[src/design/prs_pkg.sv]
// ----------------------------------------------------------------------------
// prs_pkg: shared types and constants of the ready-list scheduler
// Request codes, slot status codes, stream widths, output field offsets and
// the command and status groups between the controller and the datapath.
// ----------------------------------------------------------------------------
`timescale 1ns / 1ps

package prs_pkg;

    // Request kinds carried in the slave-side tuser
    localparam logic CMD_ACTIVATE  = 1'b0;
    localparam logic CMD_TERMINATE = 1'b1;

    // Stream widths
    localparam int S_TDATA_W = 16;
    localparam int M_TDATA_W = 16;

    // Slave-side tdata layout
    localparam int IN_PRI_LO  = 0;
    localparam int IN_TAIL    = 8;

    // Master-side tdata layout
    localparam int OUT_NEW_LO    = 0;
    localparam int OUT_ERR       = 4;
    localparam int OUT_RUN_VALID = 5;
    localparam int OUT_RUN_LO    = 6;
    localparam int OUT_STARTED   = 10;
    localparam int OUT_FIRST     = 11;

    // Per-slot status
    typedef enum logic [1:0] {
        ST_UNUSED  = 2'd0,
        ST_READY   = 2'd1,
        ST_RUNNING = 2'd2,
        ST_DONE    = 2'd3
    } t_slot_status;

    // Strobes from the controller to the datapath
    typedef struct packed {
        logic capture;       // take a new request
        logic set_err;       // activate refused, table full
        logic alloc_init;    // take free slot, start insertion walk
        logic ins_advance;   // step insertion walk
        logic ins_write;     // write the new slot entry
        logic link_write;    // hook the new slot after its predecessor
        logic term_init;     // point the walk at the running slot
        logic term_write;    // mark the running slot done
        logic disp_init;     // start dispatch walk at the list head
        logic disp_advance;  // step dispatch walk
        logic disp_start;    // start the current slot
        logic load_out;      // load the result register
    } t_dp_cmd;

    // Flags from the datapath to the controller
    typedef struct packed {
        logic cmd_term;      // captured request is a terminate
        logic full;          // free list empty
        logic walk_go;       // current slot valid and walk bound not reached
        logic ins_adv;       // insertion walk passes the current slot
        logic st_running;    // current slot is running
        logic st_ready;      // current slot is ready
        logic run_valid;     // some task is running
        logic out_free;      // result register can take a new result
    } t_dp_status;

endpackage

[src/design/priority_ready_list_scheduler.sv]
// ----------------------------------------------------------------------------
// priority_ready_list_scheduler: priority-ordered ready-list task scheduler
// Sequence: an accepted activate runs the insertion walk, a terminate of a
// running task the termination write, then the dispatch walk runs, one table
// read per slot visited, before the result is registered. The next request is
// taken once the result is registered, while that result may still wait.
// Reset: synchronous, active low; free list full, ready list empty, no task
// running; no clearing pass, requests are taken as soon as reset is released.
// ----------------------------------------------------------------------------
`timescale 1ns / 1ps

module priority_ready_list_scheduler #(
    parameter int TASK_SLOTS = 16
) (
    input  logic                          i_clk,
    input  logic                          i_rst_n,
    // slave side
    input  logic                          i_s_tvalid,
    output logic                          o_s_tready,
    // tdata: priority_req[7:0], tail_mode[8], zero[15:9]
    input  logic [prs_pkg::S_TDATA_W-1:0] i_s_tdata,
    // tuser: command[0]
    input  logic                          i_s_tuser,
    // master side
    output logic                          o_m_tvalid,
    input  logic                          i_m_tready,
    // tdata: new_slot[3:0], error_full[4], running_valid[5],
    //        running_slot[9:6], started_now[10], first_run[11], zero[15:12]
    output logic [prs_pkg::M_TDATA_W-1:0] o_m_tdata
);

    prs_pkg::t_dp_cmd    w_cmd;
    prs_pkg::t_dp_status w_status;

    // Sequencer
    prs_ctrl u_ctrl (
        .i_clk      (i_clk),
        .i_rst_n    (i_rst_n),
        .i_s_tvalid (i_s_tvalid),
        .o_s_tready (o_s_tready),
        .i_status   (w_status),
        .o_cmd      (w_cmd)
    );

    // Slot table and list state
    prs_dp #(
        .TASK_SLOTS (TASK_SLOTS)
    ) u_dp (
        .i_clk      (i_clk),
        .i_rst_n    (i_rst_n),
        .i_cmd      (w_cmd),
        .o_status   (w_status),
        .i_s_tdata  (i_s_tdata),
        .i_s_tuser  (i_s_tuser),
        .o_m_tvalid (o_m_tvalid),
        .i_m_tready (i_m_tready),
        .o_m_tdata  (o_m_tdata)
    );

endmodule

[src/design/prs_ram.sv]
// ----------------------------------------------------------------------------
// prs_ram: generic single-write, single-read RAM
// One write port, one read port with registered read data.
// ----------------------------------------------------------------------------
`timescale 1ns / 1ps

module prs_ram #(
    parameter int WIDTH = 16,
    parameter int DEPTH = 16
) (
    input  logic                     i_clk,
    input  logic                     i_wr_en,
    input  logic [$clog2(DEPTH)-1:0] i_wr_addr,
    input  logic [WIDTH-1:0]         i_wr_data,
    input  logic [$clog2(DEPTH)-1:0] i_rd_addr,
    output logic [WIDTH-1:0]         o_rd_data
);

    logic [WIDTH-1:0] r_mem [DEPTH];
    logic [WIDTH-1:0] r_rd_data;

    // Write and registered read
    always_ff @(posedge i_clk) begin
        if (i_wr_en) begin
            r_mem[i_wr_addr] <= i_wr_data;
        end
        r_rd_data <= r_mem[i_rd_addr];
    end

    assign o_rd_data = r_rd_data;

endmodule

[src/design/prs_ctrl.sv]
// ----------------------------------------------------------------------------
// prs_ctrl: sequencing controller of the ready-list scheduler
// Steps each request through allocation, insertion walk, termination,
// dispatch walk and result hand-off.
// ----------------------------------------------------------------------------
`timescale 1ns / 1ps

module prs_ctrl (
    input  logic                 i_clk,
    input  logic                 i_rst_n,
    input  logic                 i_s_tvalid,
    output logic                 o_s_tready,
    input  prs_pkg::t_dp_status  i_status,
    output prs_pkg::t_dp_cmd     o_cmd
);

    typedef enum logic [8:0] {
        S_IDLE       = 9'b000000001,
        S_DECODE     = 9'b000000010,
        S_INS_WALK   = 9'b000000100,
        S_INS_WRITE  = 9'b000001000,
        S_INS_LINK   = 9'b000010000,
        S_TERM_WRITE = 9'b000100000,
        S_DISP_START = 9'b001000000,
        S_DISP_WALK  = 9'b010000000,
        S_FINISH     = 9'b100000000
    } t_state;

    t_state r_state;
    t_state n_state;

    assign o_s_tready = (r_state == S_IDLE);

    // Next state and command strobes
    always_comb begin
        n_state = r_state;
        o_cmd   = '0;
        case (r_state)
            S_IDLE: begin
                if (i_s_tvalid) begin
                    o_cmd.capture = 1'b1;
                    n_state       = S_DECODE;
                end
            end
            S_DECODE: begin
                if (!i_status.cmd_term) begin
                    if (i_status.full) begin
                        o_cmd.set_err = 1'b1;
                        n_state       = S_DISP_START;
                    end else begin
                        o_cmd.alloc_init = 1'b1;
                        n_state          = S_INS_WALK;
                    end
                end else if (i_status.run_valid) begin
                    o_cmd.term_init = 1'b1;
                    n_state         = S_TERM_WRITE;
                end else begin
                    n_state = S_DISP_START;
                end
            end
            S_INS_WALK: begin
                if (i_status.walk_go && i_status.ins_adv) begin
                    o_cmd.ins_advance = 1'b1;
                end else begin
                    n_state = S_INS_WRITE;
                end
            end
            S_INS_WRITE: begin
                o_cmd.ins_write = 1'b1;
                n_state         = S_INS_LINK;
            end
            S_INS_LINK: begin
                o_cmd.link_write = 1'b1;
                n_state          = S_DISP_START;
            end
            S_TERM_WRITE: begin
                o_cmd.term_write = 1'b1;
                n_state          = S_DISP_START;
            end
            S_DISP_START: begin
                o_cmd.disp_init = 1'b1;
                n_state         = S_DISP_WALK;
            end
            S_DISP_WALK: begin
                // stop at a running task, start the first ready one
                if (!i_status.walk_go || i_status.st_running) begin
                    n_state = S_FINISH;
                end else if (i_status.st_ready && !i_status.run_valid) begin
                    o_cmd.disp_start = 1'b1;
                    n_state          = S_FINISH;
                end else begin
                    o_cmd.disp_advance = 1'b1;
                end
            end
            S_FINISH: begin
                if (i_status.out_free) begin
                    o_cmd.load_out = 1'b1;
                    n_state        = S_IDLE;
                end
            end
            default: begin
                n_state = S_IDLE;
            end
        endcase
    end

    // State register
    always_ff @(posedge i_clk) begin
        if (!i_rst_n) begin
            r_state <= S_IDLE;
        end else begin
            r_state <= n_state;
        end
    end

endmodule

[src/design/prs_dp.sv]
// ----------------------------------------------------------------------------
// prs_dp: datapath of the ready-list scheduler
// Slot table in RAM (priority, status, started flag, link), list heads,
// walk pointers and the result register.
// ----------------------------------------------------------------------------
`timescale 1ns / 1ps

module prs_dp #(
    parameter int TASK_SLOTS = 16
) (
    input  logic                             i_clk,
    input  logic                             i_rst_n,
    input  prs_pkg::t_dp_cmd                 i_cmd,
    output prs_pkg::t_dp_status              o_status,
    input  logic [prs_pkg::S_TDATA_W-1:0]    i_s_tdata,
    input  logic                             i_s_tuser,
    output logic                             o_m_tvalid,
    input  logic                             i_m_tready,
    output logic [prs_pkg::M_TDATA_W-1:0]    o_m_tdata
);

    localparam int SW          = $clog2(TASK_SLOTS);
    localparam int LW          = $clog2(TASK_SLOTS + 1);
    localparam int STARTED_BIT = LW;
    localparam int STATUS_LO   = LW + 1;
    localparam int PRIO_LO     = LW + 3;
    localparam int W           = LW + 11;
    localparam logic [LW-1:0] END_MARK = LW'(TASK_SLOTS);

    // Control registers
    logic [LW-1:0] r_free_cnt;
    logic [LW-1:0] r_ready_head;
    logic [LW-1:0] r_running;
    logic          r_out_valid;

    // Payload registers
    logic                       r_command;
    logic [7:0]                 r_pri;
    logic                       r_tail;
    logic                       r_err;
    logic                       r_new_ok;
    logic                       r_started;
    logic                       r_first;
    logic [SW-1:0]              r_slot;
    logic [LW-1:0]              r_cur;
    logic [LW-1:0]              r_prev;
    logic [W-1:0]               r_prev_word;
    logic [LW-1:0]              r_steps;
    logic                       r_phase2;
    logic [prs_pkg::M_TDATA_W-1:0] r_out_data;

    logic                   w_full;
    logic [LW-1:0]          n_cur;
    logic [SW-1:0]          w_rd_addr;
    logic [W-1:0]           w_rd_data;
    logic                   w_wr_en;
    logic [SW-1:0]          w_wr_addr;
    logic [W-1:0]           w_wr_data;
    logic [LW-1:0]          w_rd_link;
    logic                   w_rd_started;
    prs_pkg::t_slot_status  w_rd_status;
    logic [7:0]             w_rd_prio;
    logic                   w_prev_valid;
    logic                   w_run_valid;
    logic [LW-1:0]          w_slot_ext;
    logic [SW+3:0]          w_slot_wide;
    logic [LW+3:0]          w_run_wide;
    logic [3:0]             w_new4;
    logic [3:0]             w_run4;
    logic [prs_pkg::M_TDATA_W-1:0] w_out_data;

    // free-list flag: table full once the fill count reaches the end marker
    assign w_full = (r_free_cnt == END_MARK);

    // Slot table
    prs_ram #(
        .WIDTH (W),
        .DEPTH (TASK_SLOTS)
    ) u_table (
        .i_clk     (i_clk),
        .i_wr_en   (w_wr_en),
        .i_wr_addr (w_wr_addr),
        .i_wr_data (w_wr_data),
        .i_rd_addr (w_rd_addr),
        .o_rd_data (w_rd_data)
    );

    // Unpack the entry read for the current slot
    assign w_rd_link    = w_rd_data[LW-1:0];
    assign w_rd_started = w_rd_data[STARTED_BIT];
    assign w_rd_status  = prs_pkg::t_slot_status'(w_rd_data[STATUS_LO +: 2]);
    assign w_rd_prio    = w_rd_data[PRIO_LO +: 8];

    assign w_prev_valid = (r_prev < END_MARK);
    assign w_run_valid  = (r_running < END_MARK);
    assign w_slot_ext   = LW'(r_slot);

    // Next walk pointer; the read address follows it so data lines up
    always_comb begin
        n_cur = r_cur;
        if (i_cmd.alloc_init || i_cmd.disp_init) begin
            n_cur = r_ready_head;
        end else if (i_cmd.term_init) begin
            n_cur = r_running;
        end else if (i_cmd.ins_advance || i_cmd.disp_advance) begin
            n_cur = w_rd_link;
        end
        w_rd_addr = (n_cur < END_MARK) ? n_cur[SW-1:0] : '0;
    end

    // Table write port
    always_comb begin
        w_wr_en   = 1'b0;
        w_wr_addr = r_cur[SW-1:0];
        w_wr_data = w_rd_data;
        if (i_cmd.ins_write) begin
            w_wr_en   = 1'b1;
            w_wr_addr = r_slot;
            w_wr_data = {r_pri, prs_pkg::ST_READY, 1'b0, r_cur};
        end else if (i_cmd.link_write && w_prev_valid) begin
            w_wr_en   = 1'b1;
            w_wr_addr = r_prev[SW-1:0];
            w_wr_data = {r_prev_word[W-1:LW], w_slot_ext};
        end else if (i_cmd.term_write) begin
            w_wr_en   = 1'b1;
            w_wr_data = {w_rd_prio, prs_pkg::ST_DONE, w_rd_started, w_rd_link};
        end else if (i_cmd.disp_start) begin
            w_wr_en   = 1'b1;
            w_wr_data = {w_rd_prio, prs_pkg::ST_RUNNING, 1'b1, w_rd_link};
        end
    end

    // Status to the controller
    always_comb begin
        o_status            = '0;
        o_status.cmd_term   = (r_command == prs_pkg::CMD_TERMINATE);
        o_status.full       = w_full;
        o_status.walk_go    = (r_cur < END_MARK) && (r_steps < END_MARK);
        // pass higher priorities first, then equal ones when appending
        o_status.ins_adv    = ((w_rd_prio > r_pri) && !r_phase2)
                              || (r_tail && (w_rd_prio == r_pri));
        o_status.st_running = (w_rd_status == prs_pkg::ST_RUNNING);
        o_status.st_ready   = (w_rd_status == prs_pkg::ST_READY);
        o_status.run_valid  = w_run_valid;
        o_status.out_free   = !r_out_valid || i_m_tready;
    end

    // Result fields, slot numbers cut to their low four bits
    assign w_slot_wide = (SW + 4)'(r_slot);
    assign w_run_wide  = (LW + 4)'(r_running);
    assign w_new4      = r_new_ok ? w_slot_wide[3:0] : 4'd0;
    assign w_run4      = w_run_valid ? w_run_wide[3:0] : 4'd0;

    // Pack the result word
    always_comb begin
        w_out_data                            = '0;
        w_out_data[prs_pkg::OUT_NEW_LO +: 4]  = w_new4;
        w_out_data[prs_pkg::OUT_ERR]          = r_err;
        w_out_data[prs_pkg::OUT_RUN_VALID]    = w_run_valid;
        w_out_data[prs_pkg::OUT_RUN_LO +: 4]  = w_run4;
        w_out_data[prs_pkg::OUT_STARTED]      = r_started;
        w_out_data[prs_pkg::OUT_FIRST]        = r_first;
    end

    // List heads, running slot and result valid
    always_ff @(posedge i_clk) begin
        if (!i_rst_n) begin
            r_free_cnt   <= '0;
            r_ready_head <= END_MARK;
            r_running    <= END_MARK;
            r_out_valid  <= 1'b0;
        end else begin
            if (i_cmd.alloc_init) begin
                r_free_cnt <= r_free_cnt + LW'(1);
            end
            if (i_cmd.link_write && !w_prev_valid) begin
                r_ready_head <= w_slot_ext;
            end
            if (i_cmd.term_write) begin
                r_running <= END_MARK;
            end else if (i_cmd.disp_start) begin
                r_running <= r_cur;
            end
            if (i_cmd.load_out) begin
                r_out_valid <= 1'b1;
            end else if (i_m_tready) begin
                r_out_valid <= 1'b0;
            end
        end
    end

    // Request fields, walk state and result data
    always_ff @(posedge i_clk) begin
        r_cur <= n_cur;
        if (i_cmd.capture) begin
            r_command <= i_s_tuser;
            r_pri     <= i_s_tdata[prs_pkg::IN_PRI_LO +: 8];
            r_tail    <= i_s_tdata[prs_pkg::IN_TAIL];
            r_err     <= 1'b0;
            r_new_ok  <= 1'b0;
            r_started <= 1'b0;
            r_first   <= 1'b0;
        end
        if (i_cmd.set_err) begin
            r_err <= 1'b1;
        end
        if (i_cmd.alloc_init) begin
            r_slot   <= r_free_cnt[SW-1:0];
            r_new_ok <= 1'b1;
            r_prev   <= END_MARK;
            r_steps  <= '0;
            r_phase2 <= 1'b0;
        end
        if (i_cmd.ins_advance) begin
            r_prev      <= r_cur;
            r_prev_word <= w_rd_data;
            r_steps     <= r_steps + LW'(1);
            r_phase2    <= r_phase2 | (w_rd_prio == r_pri);
        end
        if (i_cmd.disp_init) begin
            r_steps <= '0;
        end
        if (i_cmd.disp_advance) begin
            r_steps <= r_steps + LW'(1);
        end
        if (i_cmd.disp_start) begin
            r_started <= 1'b1;
            r_first   <= !w_rd_started;
        end
        if (i_cmd.load_out) begin
            r_out_data <= w_out_data;
        end
    end

    assign o_m_tvalid = r_out_valid;
    assign o_m_tdata  = r_out_data;

endmodule

[config.mk]
export PLATFORM = sky130hd
export DESIGN_NAME = priority_ready_list_scheduler
export DESIGN_NICKNAME = d
export VERILOG_FILES = /design/src/design/prs_pkg.sv /design/src/design/priority_ready_list_scheduler.sv /design/src/design/prs_ram.sv /design/src/design/prs_ctrl.sv /design/src/design/prs_dp.sv
export SDC_FILE = /design/constraint.sdc
export NUM_CORES = 1
export LEC_CHECK = 0
export ABC_AREA = 1
export BUFFER_PORTS_ARGS = -buffer_cell sky130_fd_sc_hd__buf_2
export CAP_MARGIN = 15
export CORE_MARGIN = 8
export CORE_UTILIZATION = 45
export DETAILED_ROUTE_END_ITERATION = 10
export HOLD_SLACK_MARGIN = 0.15
export REMOVE_ABC_BUFFERS = 1
export SLEW_MARGIN = 30
export SYNTH_ARGS = -nofsm -noshare
export SYNTH_HDL_FRONTEND = slang
export SYNTH_SLANG_ARGS = --single-unit
[constraint.sdc]
create_clock -name i_clk -period 4.26 [get_ports i_clk]
set_clock_uncertainty 0.15 [all_clocks]
set_input_delay 0.639 -clock i_clk [delete_from_list [all_inputs] [get_ports i_clk]]
set_output_delay 0.639 -clock i_clk [all_outputs]
set_load 0.03 [all_outputs]
==> results_dict.tcl, run 1 <==
set metrics [dict create \
    avgSynthCellArea_um2 10.5 \
    start_kind "flip-flop" \
    top_layer "met4" \
    wl_met1_mm 16.9 \
    crit_slowest_cell "clkinv_1" \
    postCtsSetupBuffers 0 \
    start_util 0.456 \
    fillers 3082 \
    antenna_cells 0 \
    die_area_mm2 0.0412 \
    crit_fanout 23 \
    dieHeight_um 203 \
    grt_pass1_wl_mm 58.5 \
    synthFlopType "edfxtp_1" \
    p_seq_frac 0.503 \
    wl_met2_mm 17.3 \
    final_common_cell "nand3_1" \
    place_congestion 0.814 \
    yosysWarnings 0 \
    status "complete, no violations" \
    fin_tns_setup_ps 0 \
    internal_power_uw 5960 \
    vias_per_cell 5.17 \
    power_density_mw_per_mm2 432 \
    maxSlewViolCount 0 \
    io_buffers 27 \
    cts.clk_slew.worst_paths_ps 60 \
    p_clk_frac 0.432 \
    grt_max_degree 98 \
    drtAntennaViolNets 0 \
    antenna_found_initial 0 \
    layout_setup_ws_ps 313 \
    rsz0062_at_grt "false" \
    rows 68 \
    netlist_instances 1504 \
    tightest_slew_ps 907 \
    vias 10500 \
    nets 1587 \
    fin_total_pwr_uw 7690 \
    ys_seq_area_frac 0.644 \
    grt_usage 0.179 \
    syn_area_mm2 0.0158 \
    hold_ws_ps 172 \
    ys_types 42 \
    wl_met3_mm 1.96 \
    p_leak_uw 0.00730 \
    hpwl_mm 23.1 \
    peakVddDrop_uv 303 \
    sw_frac_of_total 0.225 \
    seq_area_mm2 0.0101 \
    switchingPower_uw 1730 \
    setup_viol 0 \
    clk_latency_ps 530 \
    synth_edf_count 305 \
    period_needed_ps 3950 \
    dp_slack_ps 341 \
    synthArstFlopShare 0 \
    final-hold-violation-count 0 \
    worstPathRequired_ps 4500 \
    timing.fmax_mhz 253 \
    placed_area_mm2 0.0165 \
    cts_root_buf "clkbuf_16" \
    slowest_delay_ps 560 \
    area_delta_synth_final_pct 13.0 \
    wl_mm 36.8 \
    wl_per_cell_um 18.1 \
    multi_input_area_mm2 0.00420 \
    ys_seq_elements 354 \
    crit_type "flip-flop to flip-flop" \
    cts.sink_count 354 \
    path_common_cell "nand2_1" \
    fin_area_mm2 0.0178 \
    io_pins 39 \
    drtIter0Drc 942 \
    h-tree-depth 2 \
    cp-end-kind "flip-flop" \
    arrival_ps 4190 \
    numCtsBuffers 40 \
    period_share 0.927 \
    min-delay-path-class "input pin to flip-flop" \
    grt_pass1_vias 10300 \
    cap_violations 0 \
    grt-ovfl-total 0 \
    coreArea_mm2 0.0345 \
    cts_max_path_buffers 3 \
    chipWidth_um 203 \
    cts_tree "built" \
    drive_gt1_frac 0.119 \
    firstDrtPassIters 5 \
    slew_headroom 0.393 \
    layout_common_cells "nand3_1 (321), edfxtp_1 (305), inv_1 (267), nand2_1 (206), nand3b_1 (64)" \
    crit_chain "inv_1 -> ha_1 -> nand2_1 -> nor2_1 -> a21oi_1 -> nand2_1 -> nand2_1 -> nand2_1 -> nand2_2 -> nand2_1 -> nand4_4 -> nand2_2 -> clkinv_1 -> nand3_1 -> nand2_1" \
    pwr-share-comb 0.065 \
    drc 0 \
]
cell usage after synthesis, types with 2 or more instances:
master	number	share of area
edfxtp_1	305	0.58
nand4_2	2	0.0016
nand3_1	321	0.10
nand4_4	2	0.0027
buf_6	12	0.0086
ha_1	11	0.0087
inv_2	8	0.0019
nor2_4	4	0.0029
o211ai_1	6	0.0029
xor2_1	2	0.0011
nor2_1	63	0.015
clkbuf_1	17	0.0041
nor3_1	7	0.0022
buf_2	37	0.012
nor2_2	2	0.00079
nand4_1	8	0.0032
o21ai_0	26	0.0083
nand3_2	2	0.0013
nand3b_1	64	0.031
buf_4	10	0.0048
dfxtp_1	49	0.062
a31oi_1	9	0.0036
nor4_1	5	0.0020
nand2_2	9	0.0036
inv_1	267	0.064
a21oi_1	33	0.010
o311ai_0	2	0.0011
nand2_1	206	0.049
nand2_4	2	0.0014
stage by stage:
step,std cells,utilization
after global routing,2039,0.515
after global placement,1962,0.477
after CTS,2039,0.515
after detailed placement,1963,0.477
final,2039,0.515
after floorplan,1431,-
routing by layer:
metal / up-vias / track usage
met5: - / 0
met4: 0 / 0.0451
met3: 47 / 0.0296
met2: 270 / 0.289
met1: 5048 / 0.248
li1: 5174 / -
power by group through the flow:
stage	sequential, uW	combinational [uW]	clock (uW)
6_report	3870	497	3320
5_1_grt	3880	561	3520
4_1_cts	3870	502	3380
3_5_place_dp	3940	496	0
3_3_place_gp	3940	482	0
2_1_floorplan	3940	328	0
flip-flops by register name, indices dropped and copies added (netlist names), 4 cells and up:
| signal | count |
|---|---|
| u_dp.u_table.r_mem | 256 |
| u_dp.u_table.o_rd_data | 16 |
| u_dp.o_m_tdata | 12 |
| u_dp.r_prev_word | 11 |
| u_ctrl.r_state | 9 |
| u_dp.r_pri | 8 |
| u_dp.r_cur | 5 |
| u_dp.r_free_cnt | 5 |
| u_dp.r_prev | 5 |
| u_dp.r_ready_head | 5 |
| u_dp.r_running | 5 |
| u_dp.r_steps | 5 |
| u_dp.r_slot | 4 |
timing repair:
action / 4_1_cts / 5_1_grt
resized for setup: 0 / 0
hold endpoints to repair: 5 / 0
hold buffers: 5 / 0
layout make-up:
class	count	share of cell area
clock buffers	56	0.0625
well taps	455	0.0320
multi-input cells	801	0.236
clock inverters	15	0.00871
repair buffers	82	0.0335
inverters	276	0.0582
flip-flops and latches	354	0.569
path summary, 6_finish.rpt:
check                           slack (ps)  cells past startpoint     startpoint                    endpoint
worst max-delay path                   310                     15  u_dp.r_pri[7]  u_dp.u_table.o_rd_data[14]
worst min register to register         270                      0   u_dp.r_first          u_dp.o_m_tdata[11]
worst max register to register         310                     15  u_dp.r_pri[7]  u_dp.u_table.o_rd_data[14]
worst min-delay path                   170                      1   i_s_tdata[3]               u_dp.r_pri[3]
critical path, delay by kind of cell, from the launching register on:
kind | cells | cell delay, ps
fa+ha+maj | 1 | 290
compound gates | 1 | 120
flops | 1 | 370
simple gates | 11 | 2260
buf+inv | 2 | 620
cell families after synthesis:
kind of cell | share of synthesized area
AO/OA/AOI/OAI | 0.0319
XOR/XNOR | 0.00167
adder cells (fa/ha/maj) | 0.00874
flip-flops | 0.644
other | 0.000238
buffers and inverters | 0.0949
AND/OR/NAND/NOR | 0.219
No activity file was read; power rests on OpenSTA's default activity.
==> inputs of run 2 (changes only) <==
- SETUP_SLACK_MARGIN: unset -> 0.4
- clock period: 4.26 -> 4 ns (I/O delays scaled with it)
==> run 2 against run 1 <==
Compared with the run above: flip-flop and latch count did not move; sequential power rose by 6.5%; hold slack improved by 50 ps; global-route usage fell by 0.37 points; critical path type unchanged.
==> results_dict.tcl, run 2 (synthesized netlist as in run 1, its figures left out) <==
set metrics [dict create \
    io_pins 39 \
    startpoint "u_dp.r_pri[7]" \
    area_delta_synth_final_pct 15.1 \
    cap_violations 0 \
    cts_root_buf "clkbuf_16" \
    wl_mm 36.8 \
    layout_common_cells "nand3_1 (321), edfxtp_1 (305), inv_1 (267), nand2_1 (205), nand3b_1 (64)" \
    final_util 0.525 \
    antenna_found_initial 0 \
    vias 10700 \
    path_common_cell "nand2_1" \
    numCtsBuffers 39 \
    grt_max_degree 65 \
    drive_gt1_frac 0.131 \
    io_buffers 27 \
    rsz0062_at_grt "false" \
    final-hold-violation-count 0 \
    top_register "u_dp.u_table.r_mem" \
    period_share 0.826 \
    grt_pass1_wl_mm 57.3 \
    reg2regPathDepth 19 \
    drtAntennaViolNets 0 \
    worstPathRequired_ps 4240 \
    reg2reg_to "u_dp.u_table.o_rd_data[10]" \
    cts.sink_count 354 \
    crit_fanout 60 \
    hpwl_mm 22.9 \
    p_leak_uw 0.00748 \
    dieHeight_um 203 \
    p_seq_frac 0.492 \
    cp-endpoint "u_dp.u_table.o_rd_data[10]" \
    sw_frac_of_total 0.224 \
    tightest_slew_ps 847 \
    period_needed_ps 3300 \
    maxSlewViolCount 0 \
    vias_per_cell 5.19 \
    grt_pass1_vias 10200 \
    internal_power_uw 6490 \
    crit_chain "inv_1 -> ha_1 -> nand2_1 -> nor2_1 -> nand2_1 -> nand2_1 -> nand2_1 -> nand2_1 -> nand2_2 -> nand2_2 -> nand2_1 -> nand4_4 -> buf_4 -> buf_6 -> nand3b_1 -> nand3_1 -> nand3_1 -> nand3_1 -> nand2_1" \
    crit_slowest_cell "buf_6" \
    r2r-start "u_dp.r_pri[7]" \
    rows 68 \
    setup_viol 0 \
    coreArea_mm2 0.0345 \
    place_congestion 0.828 \
    peakVddDrop_uv 334 \
    final_common_cell "nand3_1" \
    chipWidth_um 203 \
    post-place-cells 1969 \
    firstDrtPassIters 7 \
    slew_headroom 0.433 \
    slowest_delay_ps 390 \
    placed_area_mm2 0.0166 \
    grt-ovfl-total 0 \
    power_density_mw_per_mm2 461 \
    finalNonFillerCells 2054 \
    start_util 0.456 \
    wl_per_cell_um 17.9 \
    drc 0 \
    arrival_ps 3540 \
    timing.fmax_mhz 303 \
    switchingPower_uw 1870 \
    min-delay-path-class "input pin to flip-flop" \
    cp-end-kind "flip-flop" \
    cts_max_path_buffers 3 \
    grt_usage 0.175 \
    fillers 3029 \
    status "complete, no violations" \
    min_from "i_s_tdata[4]" \
    largest_reg_flops 256 \
    antenna_cells 0 \
    fin_tns_setup_ps 0 \
    die_area_mm2 0.0412 \
    crit_type "flip-flop to flip-flop" \
    fin_area_mm2 0.0181 \
    drtIter0Drc 890 \
    r2r_slack_ps 700 \
    pwr-share-comb 0.064 \
    cts_tree "built" \
    start_kind "flip-flop" \
    cts.clk_slew.worst_paths_ps 60 \
    h-tree-depth 2 \
    p_clk_frac 0.444 \
    nets 1600 \
    clk_latency_ps 520 \
]
[run 2: cell types whose count changed in the layout (fill, tap and decap cells not counted), sizes merged]
| cell | change |
|---|---|
| buf | +8 |
| bufinv | +2 |
| clkbuf | -5 |
| clkinv | +4 |
| clkinvlp | +2 |
| dlygate4sd3 | +4 |
[run 2: worst max-delay path: cells and delay by family (launching register included)]
family / cells / cell delay (ps)
adder cells (fa/ha/maj): 1 / 280
flip-flops: 1 / 360
AND/OR/NAND/NOR: 15 / 1680
buffers and inverters: 3 / 600
[run 2: repair_timing]
item                                    in CTS  in global routing
pin swaps                                    0                  1
endpoints found under the setup margin       4                 16
hold buffers                                 9                  0
resized for setup                            1                 10
setup buffers                                0                  3
cloned                                       0                  1
hold endpoints to repair                     9                  0
[run 2: routing by layer]
metal,GRT usage,wire [um],up-vias
met5,0,0,-
met4,0.0440,669,0
met3,0.0285,2240,56
met2,0.286,17400,315
met1,0.241,16500,5099
li1,-,-,5196
[run 2: area by class of cell]
type,instances,area (um2),share of cell area
sequential,354,10100,0.559
multi-input combinational,801,4240,0.234
clock buffer,49,1090,0.0604
inverter,276,1040,0.0571
timing repair buffer,96,787,0.0434
tap,455,569,0.0314
clock inverter,23,264,0.0146
[run 2: through the flow]
stage | setup WS (ps) | hold WS [ps] | total power [uW]
6_report | 697 | 222 | 8360
5_1_grt | 406 | 187 | 8630
3_5_place_dp | 383 | 256 | 4720
3_3_place_gp | 449 | 251 | 4710
4_1_cts | 450 | 189 | 8430
2_1_floorplan | -362 | 250 | 4540
[run 2: worst min-delay path by stage]
stage	endpoint	slack, ps	depth (start not counted)
after floorplan	u_dp.o_m_tdata[11]	250	0
after global placement	u_dp.o_m_tdata[11]	250	0
after detailed placement	u_dp.o_m_tdata[11]	260	0
after CTS	u_dp.r_pri[4]	190	1
after global routing	u_dp.r_pri[4]	190	1
final	u_dp.r_pri[4]	220	1
[run 2: power groups by stage]
stage | logic [uW] | clock network, uW | registers, uW
floorplan | 349 | 0 | 4190
global placement | 512 | 0 | 4200
detailed placement | 524 | 0 | 4200
CTS | 533 | 3780 | 4120
global route | 593 | 3910 | 4130
finish | 532 | 3710 | 4120
